**config.mk**
```make
export PLATFORM = sky130hd
export DESIGN_NAME = rid_scale_log2
export DESIGN_NICKNAME = d
export VERILOG_FILES = /design/src/sv/rid_pkg.sv /design/src/sv/rid_scale_log2.sv
export SDC_FILE = /design/constraint.sdc
export NUM_CORES = 2
export LEC_CHECK = 0
export BUFFER_PORTS_ARGS = -buffer_cell sky130_fd_sc_hd__buf_2
export CAP_MARGIN = 25
export CORE_AREA = 2 2 229 231
export DETAILED_ROUTE_END_ITERATION = 10
export DIE_AREA = 0 0 231 233
export GPL_TIMING_DRIVEN = 0
export MAX_ROUTING_LAYER = met4
export PLACE_DENSITY = 0.81
export SYNTH_ARGS = -nofsm -noshare
export SYNTH_HDL_FRONTEND = slang
export SYNTH_SLANG_ARGS = --single-unit
```
**constraint.sdc**
```tcl
create_clock -name clk -period 10.75 [get_ports clk]
set_clock_uncertainty 0.15 [all_clocks]
set_input_delay 1.075 -clock clk [delete_from_list [all_inputs] [get_ports clk]]
set_output_delay 1.075 -clock clk [all_outputs]
set_load 0.02 [all_outputs]
```
**src/sv/rid_pkg.sv**
```systemverilog
// ----------------------------------------------------------------------------
// rid_pkg: shared constants and helpers for the I/Q detector
// Register indexes, detector mode codes, log2 squaring step, output encoder.
// ----------------------------------------------------------------------------
package rid_pkg;

	localparam int OUT_W    = 48;
	localparam int LOGF     = 32;   // fraction bits of the log2 values
	localparam int SB_DEF   = 16;
	localparam int FRAC_DEF = 16;

	localparam logic [29:0]      LN2_Q30 = 30'd744261118;
	localparam logic [OUT_W-1:0] OUT_MAX = {1'b0, {(OUT_W-1){1'b1}}};
	localparam logic [OUT_W-1:0] OUT_MIN = {1'b1, {(OUT_W-1){1'b0}}};

	localparam logic [1:0] MODE_ENV    = 2'd0;
	localparam logic [1:0] MODE_SQUARE = 2'd1;
	localparam logic [1:0] MODE_LOGSQ  = 2'd2;
	localparam logic [1:0] MODE_LOGMAG = 2'd3;

	localparam logic [1:0] REG_MODE  = 2'd0;
	localparam logic [1:0] REG_GAIN  = 2'd1;
	localparam logic [1:0] REG_SCALE = 2'd2;

	// index of the highest set bit, 0 for zero
	function automatic logic [5:0] msb64(input logic [63:0] x);
		logic [5:0] r;
		r = '0;
		for (int i = 0; i < 64; i++) begin
			if (x[i]) r = 6'(i);
		end
		return r;
	endfunction

	// one fraction bit of log2: square the Q1.31 mantissa, renormalize
	// returns {fraction bit, new mantissa}
	function automatic logic [32:0] sq_step(input logic [31:0] m);
		logic [63:0] sq;
		logic [32:0] t;
		sq = 64'(m) * 64'(m);
		t  = sq[63:31];
		if (t[32]) begin
			return {1'b1, t[32:1]};
		end
		return {1'b0, t[31:0]};
	endfunction

	// sign and magnitude to saturated two's complement
	function automatic logic [OUT_W-1:0] encode(input logic neg, input logic [63:0] mag);
		logic [63:0] m;
		m = mag;
		if (neg) begin
			if (m > 64'(OUT_MIN)) m = 64'(OUT_MIN);
			return OUT_W'(~m + 64'd1);
		end
		if (m > 64'(OUT_MAX)) m = 64'(OUT_MAX);
		return OUT_W'(m);
	endfunction

endpackage

```
**src/sv/rid_scale_log2.sv**
```systemverilog
// ----------------------------------------------------------------------------
// rid_scale_log2: log2 of the scale register
// Iterative unit, one fraction bit per cycle, restarted by a scale write.
// ----------------------------------------------------------------------------
module rid_scale_log2 import rid_pkg::*; (
	input  logic        clk,
	input  logic        arst_n,
	input  logic        load,
	input  logic [15:0] scale,
	output logic        busy,
	output logic [35:0] l2s
);

	logic        busy_q;
	logic [4:0]  cnt_q;
	logic [31:0] m_q;
	logic [3:0]  e_q;
	logic [31:0] frac_q;
	logic [5:0]  e_ld;
	logic [47:0] nrm;
	logic [31:0] m_ld;
	logic [32:0] st;

	always_comb begin
		e_ld = msb64(64'(scale));
		nrm  = (48'(scale) << 31) >> e_ld;
		m_ld = nrm[31:0];
		st   = sq_step(m_q);
	end

	always_ff @(posedge clk or negedge arst_n) begin
		if (!arst_n) begin
			busy_q <= 1'b0;
			cnt_q  <= '0;
			m_q    <= '0;
			e_q    <= 4'd8;    // log2(1.0 in Q8.8)
			frac_q <= '0;
		end else if (load) begin
			busy_q <= 1'b1;
			cnt_q  <= '0;
			m_q    <= m_ld;
			e_q    <= e_ld[3:0];
			frac_q <= '0;
		end else if (busy_q) begin
			m_q    <= st[31:0];
			frac_q <= {frac_q[30:0], st[32]};
			cnt_q  <= cnt_q + 5'd1;
			if (cnt_q == 5'd31) busy_q <= 1'b0;
		end
	end

	assign busy = busy_q;
	assign l2s  = {e_q, frac_q};

endmodule

```
# Word level (Yosys, flattened, before mapping)
# Cells that the tools add are included.
word_totals:
  wordCells: 37
  inputBits: 19
  out_inout_bits: 37
  ff_bits: 74
classes:
  n_mux: 27
  reduce_logical: 1
  shift: 1
  n_eq_ne: 1
  mul: 1
  addsub: 1
ops:
  columns: ["cell", "n"]
  rows:
  - ["$mux W32", 4]
  - ["$mux W6", 12]
  - ["$mux W33", 2]
  - ["$mul A32 B32 Y64", 1]
  - ["$shr A47 B6 Y32", 1]
  - ["$mux W5", 2]
  - ["$add A5 B1 Y5 const B", 1]
  - ["$eq A5 B5 Y1 const B", 1]
  - ["$mux W1", 5]
  - ["$mux W2", 2]
  - ["$reduce_bool A2 Y1", 1]

# Logic depth before layout (Yosys ltp)
logic_depth:
  ltp_word: 17
  mapped_depth: 32
  depth_no_buf: 27

# Least setup slack after synthesis
# OpenSTA, ideal clock, no wires.
synth_timing:
  path_type: "register -> register"
  from: "reg m_q[5]"
  to: "reg m_q[21]"
  setup_time_ps: 126
  arrival_time_ps: 7525
  slack_ps: 2949
  required_time_ps: 10474
  path_stages_with_launch: 29
  path_cell_list: "dfrtp_1 > clkbuf_1 > clkbuf_1 > nand2_1 > fa_1 > inv_1 > fa_1 > fa_1 > inv_1 > fa_1 > inv_1 > fa_1 > fa_1 > fa_1 > inv_1 > fa_1 > inv_1 > ha_1 > buf_2 > and4_1 > nand3_1 > nand2b_1 > a31oi_1 > o211ai_1 > a2111oi_2 > a211oi_4 > buf_6 > a21o_1 > a221o_1"
synth_between:
  elab_chain_cells: 5
  elab_cells_between_ends: 6
  classes_between: "mul (1); mux (5)"
synth_lines:
  columns: ["item", "line_no", "rtl"]
  rows:
  - ["from (decl)", "rid_scale_log2.sv:16", "logic [31:0] m_q;"]
  - ["from (signal assigned)", "rid_scale_log2.sv:41", "m_q <= m_ld;"]
  - ["from (signal assigned)", "rid_scale_log2.sv:45", "m_q <= st[31:0];"]
  - ["$mul A32 B32 Y64 *", "rid_pkg.sv:40", "sq = 64'(m) * 64'(m);"]
  - ["$mux W33 or $mux W1 (tied branches)", "rid_pkg.sv:42", "if (t[32]) begin"]
  - ["$mux W33 *", "rid_pkg.sv:45", "return {1'b0, t[31:0]};"]
  - ["$mux W32 *", "rid_scale_log2.sv:44", "end else if (busy_q) begin"]
  - ["$mux W32 *", "rid_scale_log2.sv:38", "end else if (load) begin"]
# Every way passes the cells marked *; elsewhere a longest branch is shown, timed or not. The select of a mux whose other input is x is not followed.
# A chain may end at the register's enable or synchronous reset.

# Worst setup path after layout
layout_timing:
  from: "reg m_q[5]"
  to: "reg m_q[29]"
# Same word-level chain as after synthesis.

==> results.json <==
{
  "path_class": "flop to flop",
  "fin_nets": 4734,
  "cp-start-kind": "flop",
  "ctsLongestPathBuffers": 2,
  "cts_max_level": 3,
  "critical_path.top_delay_family": "adder cells",
  "end_kind": "flop",
  "crit_slowest_cell": "clkbuf_1",
  "synth-seq-area-share_pct": 5.609,
  "grt_first_pass_wirelength_um": 160100,
  "place.gp.congestion": 1.022,
  "worstReg2RegEnd": "m_q[29]",
  "syn-instance-count": 3536,
  "hold_path.class": "flop to flop",
  "min_from": "e_q[3]",
  "vias": 25480,
  "finalCritPeriodShare_pct": 98.06,
  "clk_latency_ns": 0.34,
  "setup_viol": 0,
  "first_global_vias": 27640,
  "drc_errors": 0,
  "maxSlewHeadroom_pct": 15.52,
  "num_io_pins": 56,
  "rsz0062_at_grt": "false",
  "max_stage_delay_ns": 0.90,
  "dp_hpwl_um": 86240,
  "post_cts_buffers": 0,
  "track_usage_pct": 42.15,
  "async_flop_share_pct": 100.0,
  "rows": 83,
  "cts_root_buffer": "clkbuf_16",
  "die_area_um2": 53820,
  "min_period_ns": 10.54,
  "grt_max_degree": 75,
  "holdPathEnd": "e_q[3]",
  "cpMostUsedCell": "fa_1",
  "r2r_cells": 29,
  "r2r-start": "m_q[5]",
  "area_growth_pct": 5.378,
  "drtIter0Drc": 2490,
  "crit_start": "m_q[5]",
  "cts-buffers-inserted": 9,
  "cts_sinks": 74,
  "routed_wl_um": 104600,
  "cp.required_ns": 10.84,
  "drive_above_1_share_pct": 4.216,
  "hold_viol": 0,
  "path_buf_inv": 10,
  "core-area_um2": 51090,
  "avgViaCountPerCell": 5.899,
  "ys_top_cells_by_area": "fa_1 48%, ha_1 11%, inv_1 11%",
  "dr.pass1.iters": 6,
  "initial_core_util_pct": 64.66,
  "cp_max_fo": 10,
  "max_clock_freq_ghz": 0.09487,
  "portBuffers": 54,
  "syn_nets": 4646,
  "fp.dieH_um": 233,
  "critPathArrivalTime_ns": 10.63,
  "synth-main-ff-cell": "dfrtp_1",
  "r2r_setup_slack_ns": 0.21,
  "tightest_slew_ns": 1.267,
  "hold_buffers": 0,
  "cts_tree": "built",
  "cts_resized": 0,
  "status": "finished, final reports clean",
  "path_clk_slew_ns": 0.06,
  "synth_edf_count": 0,
  "hold_depth": 2,
  "syn_area_per_cell_um2": 9.343,
  "ant_nets": 0,
  "wl_per_cell_um": 24.21,
  "synth_area_um2": 33040,
  "antenna_found_initial": 12,
  "yosys.area.top_type": "fa_1",
  "die_x_um": 231,
  "drv_slew": 0,
  "synth-seq-cells": 74,
  "tns_ns": 0,
  "yosys.area.top_type_share_pct": 47.93,
  "synthDistinctLibCells": 74,
  "grt_remaining_overflow": 0,
  "yosys_warnings": 0,
  "maxCapViolations": 0
}
## per-stage QoR
step           instance area [µm²]  setup slack (ns)  instances  utilization (%)  hold WS [ns]
4_1_cts                      34620            0.4871       4298            67.76        0.3226
3_5_place_dp                 34330            0.5501       4282            67.19        0.3134
3_3_place_gp                 34160            0.5181       4270            66.85        0.3068
5_1_grt                      34800            0.1386       4316            68.12        0.3327
2_1_floorplan                33040             2.949       3536                -        0.3432
6_report                     34810            0.2088       4320            68.14        0.3224
## cell usage after synthesis (all sizes together) (5+ instances only)
cell    count
mux2        6
o211ai      8
a21oi      85
clkbuf    123
inv       986
a31oi      19
xnor2      38
nor2b      12
nand2     321
o31ai       6
nand3      25
nor3       14
buf        18
o21ai      55
fa        791
a31o        8
nand4      15
a211oi     18
or3         5
or2         8
xor2       41
nor2      139
a21o       27
o21a        7
nand2b      5
ha        300
and3        8
dfrtp      73
a21boi      6
mux4        9
and2      232
o21bai     17
mux2i      53
a311oi      7
## worst reg2reg max path, delay by kind of cell, from the launching register on
family	cells	cell delay (ns)
compound gates	6	1.75
buf+inv	10	2.64
flops	1	0.74
fa+ha+maj	9	4.32
simple gates	4	0.86
## cells in the final DEF, fill, tap and decap left out, types with 25 or more instances in the layout
cell type,count
a21oi_1,85
nand2_1,320
ha_1,300
o21ai_0,46
nor2_1,138
and2_1,232
clkbuf_1,122
a21o_1,27
nand3_1,25
dfrtp_1,73
inv_1,985
mux2i_1,53
xnor2_1,38
fa_1,791
xor2_1,41
buf_2,58
## metal layers
| metal | routed length (µm) | share of wire, % | up-vias | global-route usage (%) |
|---|---|---|---|---|
| li1 | - | - | 10650 | - |
| met1 | 36360 | 35 | 12780 | 49.39 |
| met2 | 47360 | 45 | 1548 | 63.66 |
| met5 | 0 | 0 | - | - |
| met3 | 12070 | 12 | 504 | 11.99 |
| met4 | 8803 | 8.4 | 0 | 28.06 |
## worst max-delay path by stage
stage	end	slack, ns	depth (start not counted)
after floorplan	m_q[21]	2.95	28
after global placement	m_q[6]	0.52	29
after detailed placement	m_q[6]	0.55	29
after CTS	m_q[29]	0.49	29
after global routing	m_q[30]	0.14	27
final	m_q[29]	0.21	29
## cells by family after synthesis
kind of cell / count (synthesis) / synth area share (%)
muxes: 68 / 2.424
and+or+nand+nor: 795 / 11.49
AOI/OAI and AO/OA: 301 / 6.151
adders and majority gates: 1091 / 59.29
buffers and inverters: 1128 / 12.93
xor gates and xnor gates: 79 / 2.094
DFF: 74 / 5.609
## flip-flops by register name (all words and copies together) (netlist names)
name	cells
busy	1
cnt_q	5
e_q	4
frac_q	32
m_q	32
## layout make-up
cell class | instances | area, µm²
fill | 4125 | 16280
sequential | 74 | 1853
antenna | 11 | 27.53
clock buffer | 13 | 270.3
inverter | 987 | 3705
buffer | 141 | 568.0
tap | 680 | 850.8
clock inverter | 3 | 21.27
multi-input combinational | 2334 | 26910
timing repair buffer | 77 | 606.8
Power is not shown: default switching activity piles up to over one toggle a cycle in this logic, so the estimate is an artifact.
