==> config.mk <==
export PLATFORM = sky130hd
export DESIGN_NAME = rid_log_cell
export DESIGN_NICKNAME = d
export VERILOG_FILES = /design/src/sv/rid_pkg.sv /design/src/sv/rid_log_cell.sv
export SDC_FILE = /design/constraint.sdc
export NUM_CORES = 2
export LEC_CHECK = 0
export BUFFER_PORTS_ARGS = -buffer_cell sky130_fd_sc_hd__clkbuf_2
export CAP_MARGIN = 10
export CORE_UTILIZATION = 45
export CTS_CLUSTER_DIAMETER = 120
export DETAILED_ROUTE_END_ITERATION = 6
export PLACE_DENSITY_LB_ADDON = 0.1
export SYNTH_ARGS = -nofsm -noshare
export SYNTH_HDL_FRONTEND = slang
export SYNTH_SLANG_ARGS = --single-unit
==> constraint.sdc <==
create_clock -name clk -period 13.6 [get_ports clk]
set_input_delay 2.72 -clock clk [delete_from_list [all_inputs] [get_ports clk]]
set_output_delay 2.72 -clock clk [all_outputs]
set_load 0.01 [all_outputs]
==> src/sv/rid_pkg.sv <==
// ----------------------------------------------------------------------------
// rid_pkg: shared constants and helpers for the I/Q detector
// Register indexes, detector mode codes, log2 squaring step, output encoder.
// ----------------------------------------------------------------------------
package rid_pkg;

	localparam int OUT_W    = 48;
	localparam int LOGF     = 32;   // fraction bits of the log2 values
	localparam int SB_DEF   = 16;
	localparam int FRAC_DEF = 16;

	localparam logic [29:0]      LN2_Q30 = 30'd744261118;
	localparam logic [OUT_W-1:0] OUT_MAX = {1'b0, {(OUT_W-1){1'b1}}};
	localparam logic [OUT_W-1:0] OUT_MIN = {1'b1, {(OUT_W-1){1'b0}}};

	localparam logic [1:0] MODE_ENV    = 2'd0;
	localparam logic [1:0] MODE_SQUARE = 2'd1;
	localparam logic [1:0] MODE_LOGSQ  = 2'd2;
	localparam logic [1:0] MODE_LOGMAG = 2'd3;

	localparam logic [1:0] REG_MODE  = 2'd0;
	localparam logic [1:0] REG_GAIN  = 2'd1;
	localparam logic [1:0] REG_SCALE = 2'd2;

	// index of the highest set bit, 0 for zero
	function automatic logic [5:0] msb64(input logic [63:0] x);
		logic [5:0] r;
		r = '0;
		for (int i = 0; i < 64; i++) begin
			if (x[i]) r = 6'(i);
		end
		return r;
	endfunction

	// one fraction bit of log2: square the Q1.31 mantissa, renormalize
	// returns {fraction bit, new mantissa}
	function automatic logic [32:0] sq_step(input logic [31:0] m);
		logic [63:0] sq;
		logic [32:0] t;
		sq = 64'(m) * 64'(m);
		t  = sq[63:31];
		if (t[32]) begin
			return {1'b1, t[32:1]};
		end
		return {1'b0, t[31:0]};
	endfunction

	// sign and magnitude to saturated two's complement
	function automatic logic [OUT_W-1:0] encode(input logic neg, input logic [63:0] mag);
		logic [63:0] m;
		m = mag;
		if (neg) begin
			if (m > 64'(OUT_MIN)) m = 64'(OUT_MIN);
			return OUT_W'(~m + 64'd1);
		end
		if (m > 64'(OUT_MAX)) m = 64'(OUT_MAX);
		return OUT_W'(m);
	endfunction

endpackage

==> src/sv/rid_log_cell.sv <==
// ----------------------------------------------------------------------------
// rid_log_cell: one pipeline cell of the detector core
// One log2 squaring step plus NSTEP restoring square-root steps, registered.
// ----------------------------------------------------------------------------
module rid_log_cell import rid_pkg::*; #(
	parameter int SB    = SB_DEF,
	parameter int FRAC  = FRAC_DEF,
	parameter int FIRST = 0,
	parameter int NSTEP = 2,
	parameter int XW    = 8
) (
	input  logic                  clk,
	input  logic                  en,
	input  logic [31:0]           m_i,
	input  logic [31:0]           frac_i,
	input  logic [SB+FRAC-1:0]    root_i,
	input  logic [SB+FRAC+1:0]    rem_i,
	input  logic [2*(SB+FRAC)-1:0] rad_i,
	input  logic [XW-1:0]         x_i,
	output logic [31:0]           m_o,
	output logic [31:0]           frac_o,
	output logic [SB+FRAC-1:0]    root_o,
	output logic [SB+FRAC+1:0]    rem_o,
	output logic [2*(SB+FRAC)-1:0] rad_o,
	output logic [XW-1:0]         x_o
);

	localparam int RW   = SB + FRAC;
	localparam int RADW = 2 * RW;

	logic [32:0]     sq;
	logic [RW-1:0]   root_n;
	logic [RW+1:0]   rem_n;
	logic [RW+1:0]   trial;
	logic [RADW-1:0] rad_n;

	always_comb begin
		sq     = sq_step(m_i);
		root_n = root_i;
		rem_n  = rem_i;
		rad_n  = rad_i;
		trial  = '0;
		for (int j = 0; j < NSTEP; j++) begin
			if (FIRST + j < RW) begin
				rem_n = {rem_n[RW-1:0], rad_n[RADW-1 -: 2]};
				rad_n = rad_n << 2;
				trial = {root_n, 2'b01};
				if (rem_n >= trial) begin
					rem_n  = rem_n - trial;
					root_n = {root_n[RW-2:0], 1'b1};
				end else begin
					root_n = {root_n[RW-2:0], 1'b0};
				end
			end
		end
	end

	always_ff @(posedge clk) begin
		if (en) begin
			m_o    <= sq[31:0];
			frac_o <= {frac_i[30:0], sq[32]};
			root_o <= root_n;
			rem_o  <= rem_n;
			rad_o  <= rad_n;
			x_o    <= x_i;
		end
	end

endmodule

### After elaboration in Yosys (flattened, before gate mapping)

Cells that the tools add are included.

* register bits: 198
* bits in latches: 0
* bits in writable memories: 0
* memory bits (read-only): 0
* bits of input ports: 204
* output and inout port bits: 202
* word-level logic and storage cells: 19
* memories kept: 0

* $add $sub $neg: 2
* multiply operators: 1
* div/mod/pow operators: 0
* $lt $le $gt $ge: 2
* equality and inequality tests: 0
* shifts and indexed selects: 0
* mux-type cells: 7
* bitwise gates (word level): 0
* reduce and logical (&&, ||, !) cells: 0

Operators by type and width (count)
* greater-or-equal comparator 34 bit: 2
* multiplier 32 x 32 -> 64 bit: 1
* two-way mux 32 bit: 2
* two-way mux 34 bit: 1
* subtractor 34 bit: 1
* two-way mux 33 bit: 1
* subtractor 32 bit: 1
* two-way mux 1 bit: 3

### Logic depth before layout (Yosys ltp)

* depth in word-level cells: 4
* gate-level depth with buffers: 31
* mapped depth without buffers: 28

### Worst setup path after synthesis

OpenSTA, ideal clock, no wires.

* kind: input-to-reg
* from: in m_i[26]
* to: reg m_o[14], data pin
* setup time: 256 ps
* data arrival time: 10010 ps
* data required time: 13344 ps
* path slack: 3334 ps
* stages: 28
* path buffers: 3
* cells stage by stage: clkbuf_1 -> clkbuf_1 -> nand2_1 -> fa_1 -> fa_1 -> inv_1 -> fa_1 -> inv_1 -> fa_1 -> inv_1 -> fa_1 -> fa_1 -> fa_1 -> inv_1 -> fa_1 -> inv_1 -> ha_1 -> nand4_1 -> nor4_1 -> nor2b_1 -> a21oi_1 -> nand3b_1 -> a32oi_2 -> o41ai_2 -> nor2_2 -> clkbuf_1 -> o21ai_0 -> o211a_1

* longest elaborated chain between the ends: 3
* elaborated cells on any way between the ends: 4
* those cells by class: 1 x mul; 3 x mux

RTL lines
* start: declaration: line rid_log_cell.sv:14 `input logic [31:0] m_i,`
* multiplier 32 x 32 -> 64 bit (*): line rid_pkg.sv:40 `sq = 64'(m) * 64'(m);`
* two-way mux 33 bit or two-way mux 1 bit (tied branches): line rid_pkg.sv:42 `if (t[32]) begin`
* two-way mux 32 bit (*): line rid_pkg.sv:45 `return {1'b0, t[31:0]};`
* net sq[14]: line rid_log_cell.sv:31 `logic [32:0] sq;`
* end signal: assignment: line rid_log_cell.sv:60 `m_o <= sq[31:0];`
* end: declaration: line rid_log_cell.sv:20 `output logic [31:0] m_o,`

The timed path passes the listed nets; every way through them passes the cells marked *. The select of a mux whose other input is x is not followed.
A chain may end at the register's enable or synchronous reset.

### Worst setup path after layout

* from: in m_i[21]
* to: reg m_o[10], data pin

Same word-level chain as after synthesis.

==> flow_summary_export.csv <==
group,metric,value,unit
clock_network,cts_hold_buf,0,
synthesis,synth_largest_area_cell,"fa_1",
finish,layout.area.seq,5946,µm²
run,cap_violations,0,
synthesis,synthDistinctLibCells,80,
clock_network,cts_tree,"done",
floorplanning,dieArea,88770,µm²
finish,layout-drive-gt1-share,0.1227,
worst_hold_path,min_from,"rad_i[53]",
place,io_buffers,398,
setup_path,slowest_stage,"clkbuf_2",
place,place_congestion,0.9019,
setup_path,path_cells,"clkbuf_2 > and2_1 > inv_1 > fa_1 > fa_1 > fa_1 > fa_1 > inv_1 > fa_1 > fa_1 > fa_1 > fa_1 > ha_1 > a21oi_1 > o21ai_0 > a211o_1 > a21oi_1 > nand3b_1 > a32oi_2 > nand4_1 > o41ai_2 > nor2_4 > buf_4 > mux2_2",
synthesis,synth_flop_cell,"edfxtp_1",
routing,post_drt_wl_per_cell,20.39,µm
setup_path,critical_path.most_common_cell,"fa_1",
global_routing,grt_pass1_vias,30080,
finish,multiInputGateArea,29070,µm²
global_routing,grt_antenna_before_repair,4,
worst_hold_path,hold_depth,1,
timing,finalSetupViolations,0,
routing,vias,28030,
finish,fin_nets,5672,
routing,final_antenna_net_count,0,
timing,max_freq,86.84,MHz
finish,n_antenna_cell,0,
floorplanning,core,86750,µm²
clock_network,root_buffer,"clkbuf_16",
floorplanning,die_w,297.9,µm
run_status,status,"completed",
clock_network,clock_sinks,198,
synthesis,synth_adder_area_share,0.5170,
synthesis,synth_edf_count,198,
setup_path,slowest_delay,830,ps
timing,tns,0,ps
global_routing,grt_pass1_wl,177700,µm
place,hpwl,93370,µm
clock_network,cts_made_buffers,17,
clock_network,post_cts_resized,0,
synthesis,synth_top_family_by_area,"adder cells",
floorplanning,start_util,0.4543,
clock_network,htreeDepth,4,
synthesis,ys_seq_area_frac,0.1509,
timing,finalHoldViolCount,0,
synthesis,ys_async_sr_fraction,0,
finish,area_growth,9.746,%
setup_path,critPathKind,"input pin to flop",
synthesis,synth-simple-area-share,0.1067,
routing,route.detailed.drc,0,
setup_path,path_max_fanout,34,
setup_path,crit_path_start_kind,"input pin",
timing,slew_viol_final,0,
timing,finalCritPeriodShare,0.8467,
clock_network,clk_pin_slew,80,ps
setup_path,critPathCaptureType,"flop",
floorplanning,rows,108,
setup_path,cp.arrival,11720,ps
routing,via_per_inst,5.113,
routing,dr.pass1.iters,7,
timing,slew_headroom,0.2334,
routing,dr.first_iter.drc_count,1625,
worst_hold_path,holdCritPathClass,"input pin to flop",
timing,grt_setup_unrepaired,"false",
clock_network,clock_path_buffers,2,
synthesis,synth_xor_area_frac,0.02778,
setup_path,required,13810,ps
timing,period_needed,11510,ps
global_routing,grt_max_degree,93,
synthesis,synth_area,39410,µm²
synthesis,synth_compound_area_frac,0.07435,
synthesis,syn_inst,3993,
worst_hold_path,hold_end,"rad_o[57]$_DFFE_PP_",
clock_network,post_cts_buffers,0,
finish,fill_cells,8296,
timing,tightestPinTransition,1150,ps
floorplanning,die_height,297.9,µm
routing,drt-total-wl,111800,µm
synthesis,syn_area_per_cell,9.870,µm²
global_routing,grt_remaining_overflow,0,
synthesis,yosysWarnings,0,
synthesis,muxShareOfSynthArea,0.01127,
floorplanning,num_io_pins,406,
global_routing,gr-usage-all-layers,0.2629,
synthesis,synthTopCellsByArea,"fa_1, edfxtp_1, ha_1, inv_1, and2_1",
synthesis,synth_top_area_share,0.4018,
synthesis,synth-seq-cells,198,
==> flip-flops by register name, summed over array words and instances, names as in the netlist <==
signal  flops
rem_o      34
frac_o     32
root_o     32
x_o         8
rad_o      60
m_o        32
==> routing by layer <==
metal / part of all wire / global-route usage
met1: 0.44 / 0.3659
met2: 0.50 / 0.4473
met3: 0.043 / 0.02662
met4: 0.019 / 0.05043
met5: 0.00012 / 0
==> worst max-delay path: cells and delay by family <==
kind	cells	cell delay [ps]
AO/OA/AOI/OAI	6	1650
buffers and inverters	4	1330
AND/OR/NAND/NOR	4	1250
adder cells (fa/ha/maj)	9	4370
multiplexers	1	370
==> metrics by stage <==
step	hold WS [ps]	utilization	cell area, µm²	setup WS [ps]	cells
floorplan	2819	-	39420	3334	3996
global placement	2897	0.4913	42620	1769	5450
detailed placement	2899	0.4913	42620	1695	5450
CTS	2403	0.4986	43250	2172	5481
global route	2396	0.4986	43250	1656	5481
finish	2420	0.4986	43250	2085	5481
==> area by class of cell <==
cell class,instances,area share
flip-flops and latches,198,0.1375
well taps,1155,0.03341
multi-input cells,2632,0.6722
inverters,1026,0.08904
clock buffers,19,0.01001
repair buffers,439,0.05337
clock inverters,12,0.004542
==> cells by family (layout without fill, tap and decap cells) <==
kind of cell | count (synthesis) | count (layout)
AND/OR/NAND/NOR | 859 | 859
flip-flops | 198 | 198
AO/OA/AOI/OAI | 449 | 449
buffers and inverters | 1166 | 1496
XOR/XNOR | 125 | 125
other | 1 | 4
adder cells (fa/ha/maj) | 1154 | 1154
multiplexers | 41 | 41
==> placed cells by master, fill, tap and decap left out, types with 19 or more instances in the layout <==
master	netlist	routed
nand2_1	337	337
xnor2_1	74	74
ha_1	363	363
buf_4	7	41
mux2_2	26	26
clkbuf_2	0	397
and2_1	238	238
nor2b_1	24	24
nor2_1	120	120
edfxtp_1	198	198
nand3_1	26	26
xor2_1	51	51
a21o_1	73	73
a21oi_1	150	150
o21ai_0	75	75
fa_1	791	791
inv_1	1023	1023
nor3_1	22	22
nand4_1	28	28
nand2b_1	19	19
==> Yosys cell counts, types with 13 or more instances <==
| cell | count |
|---|---|
| a21o_1 | 73 |
| a21oi_1 | 150 |
| a31o_2 | 14 |
| a31oi_1 | 13 |
| and2_1 | 238 |
| and3_1 | 13 |
| clkbuf_1 | 123 |
| edfxtp_1 | 198 |
| fa_1 | 791 |
| ha_1 | 363 |
| inv_1 | 1023 |
| mux2_2 | 26 |
| mux2i_1 | 14 |
| nand2_1 | 337 |
| nand2b_1 | 19 |
| nand3_1 | 26 |
| nand4_1 | 28 |
| nor2_1 | 120 |
| nor2b_1 | 24 |
| nor3_1 | 22 |
| o21a_1 | 14 |
| o21ai_0 | 75 |
| o21bai_1 | 13 |
| xnor2_1 | 74 |
| xor2_1 | 51 |
==> worst max path at each step <==
stage	from	to	slack, ps	depth (start not counted)
floorplan	m_i[26]	m_o[14]$_DFFE_PP_	3330	28
global placement	m_i[18]	m_o[10]$_DFFE_PP_	1770	26
detailed placement	m_i[18]	m_o[10]$_DFFE_PP_	1700	26
CTS	m_i[18]	m_o[10]$_DFFE_PP_	2170	26
global route	m_i[18]	m_o[10]$_DFFE_PP_	1660	26
finish	m_i[21]	m_o[10]$_DFFE_PP_	2090	24
Power is not shown: default switching activity piles up to over one toggle a cycle in this logic, so the estimate is an artifact.
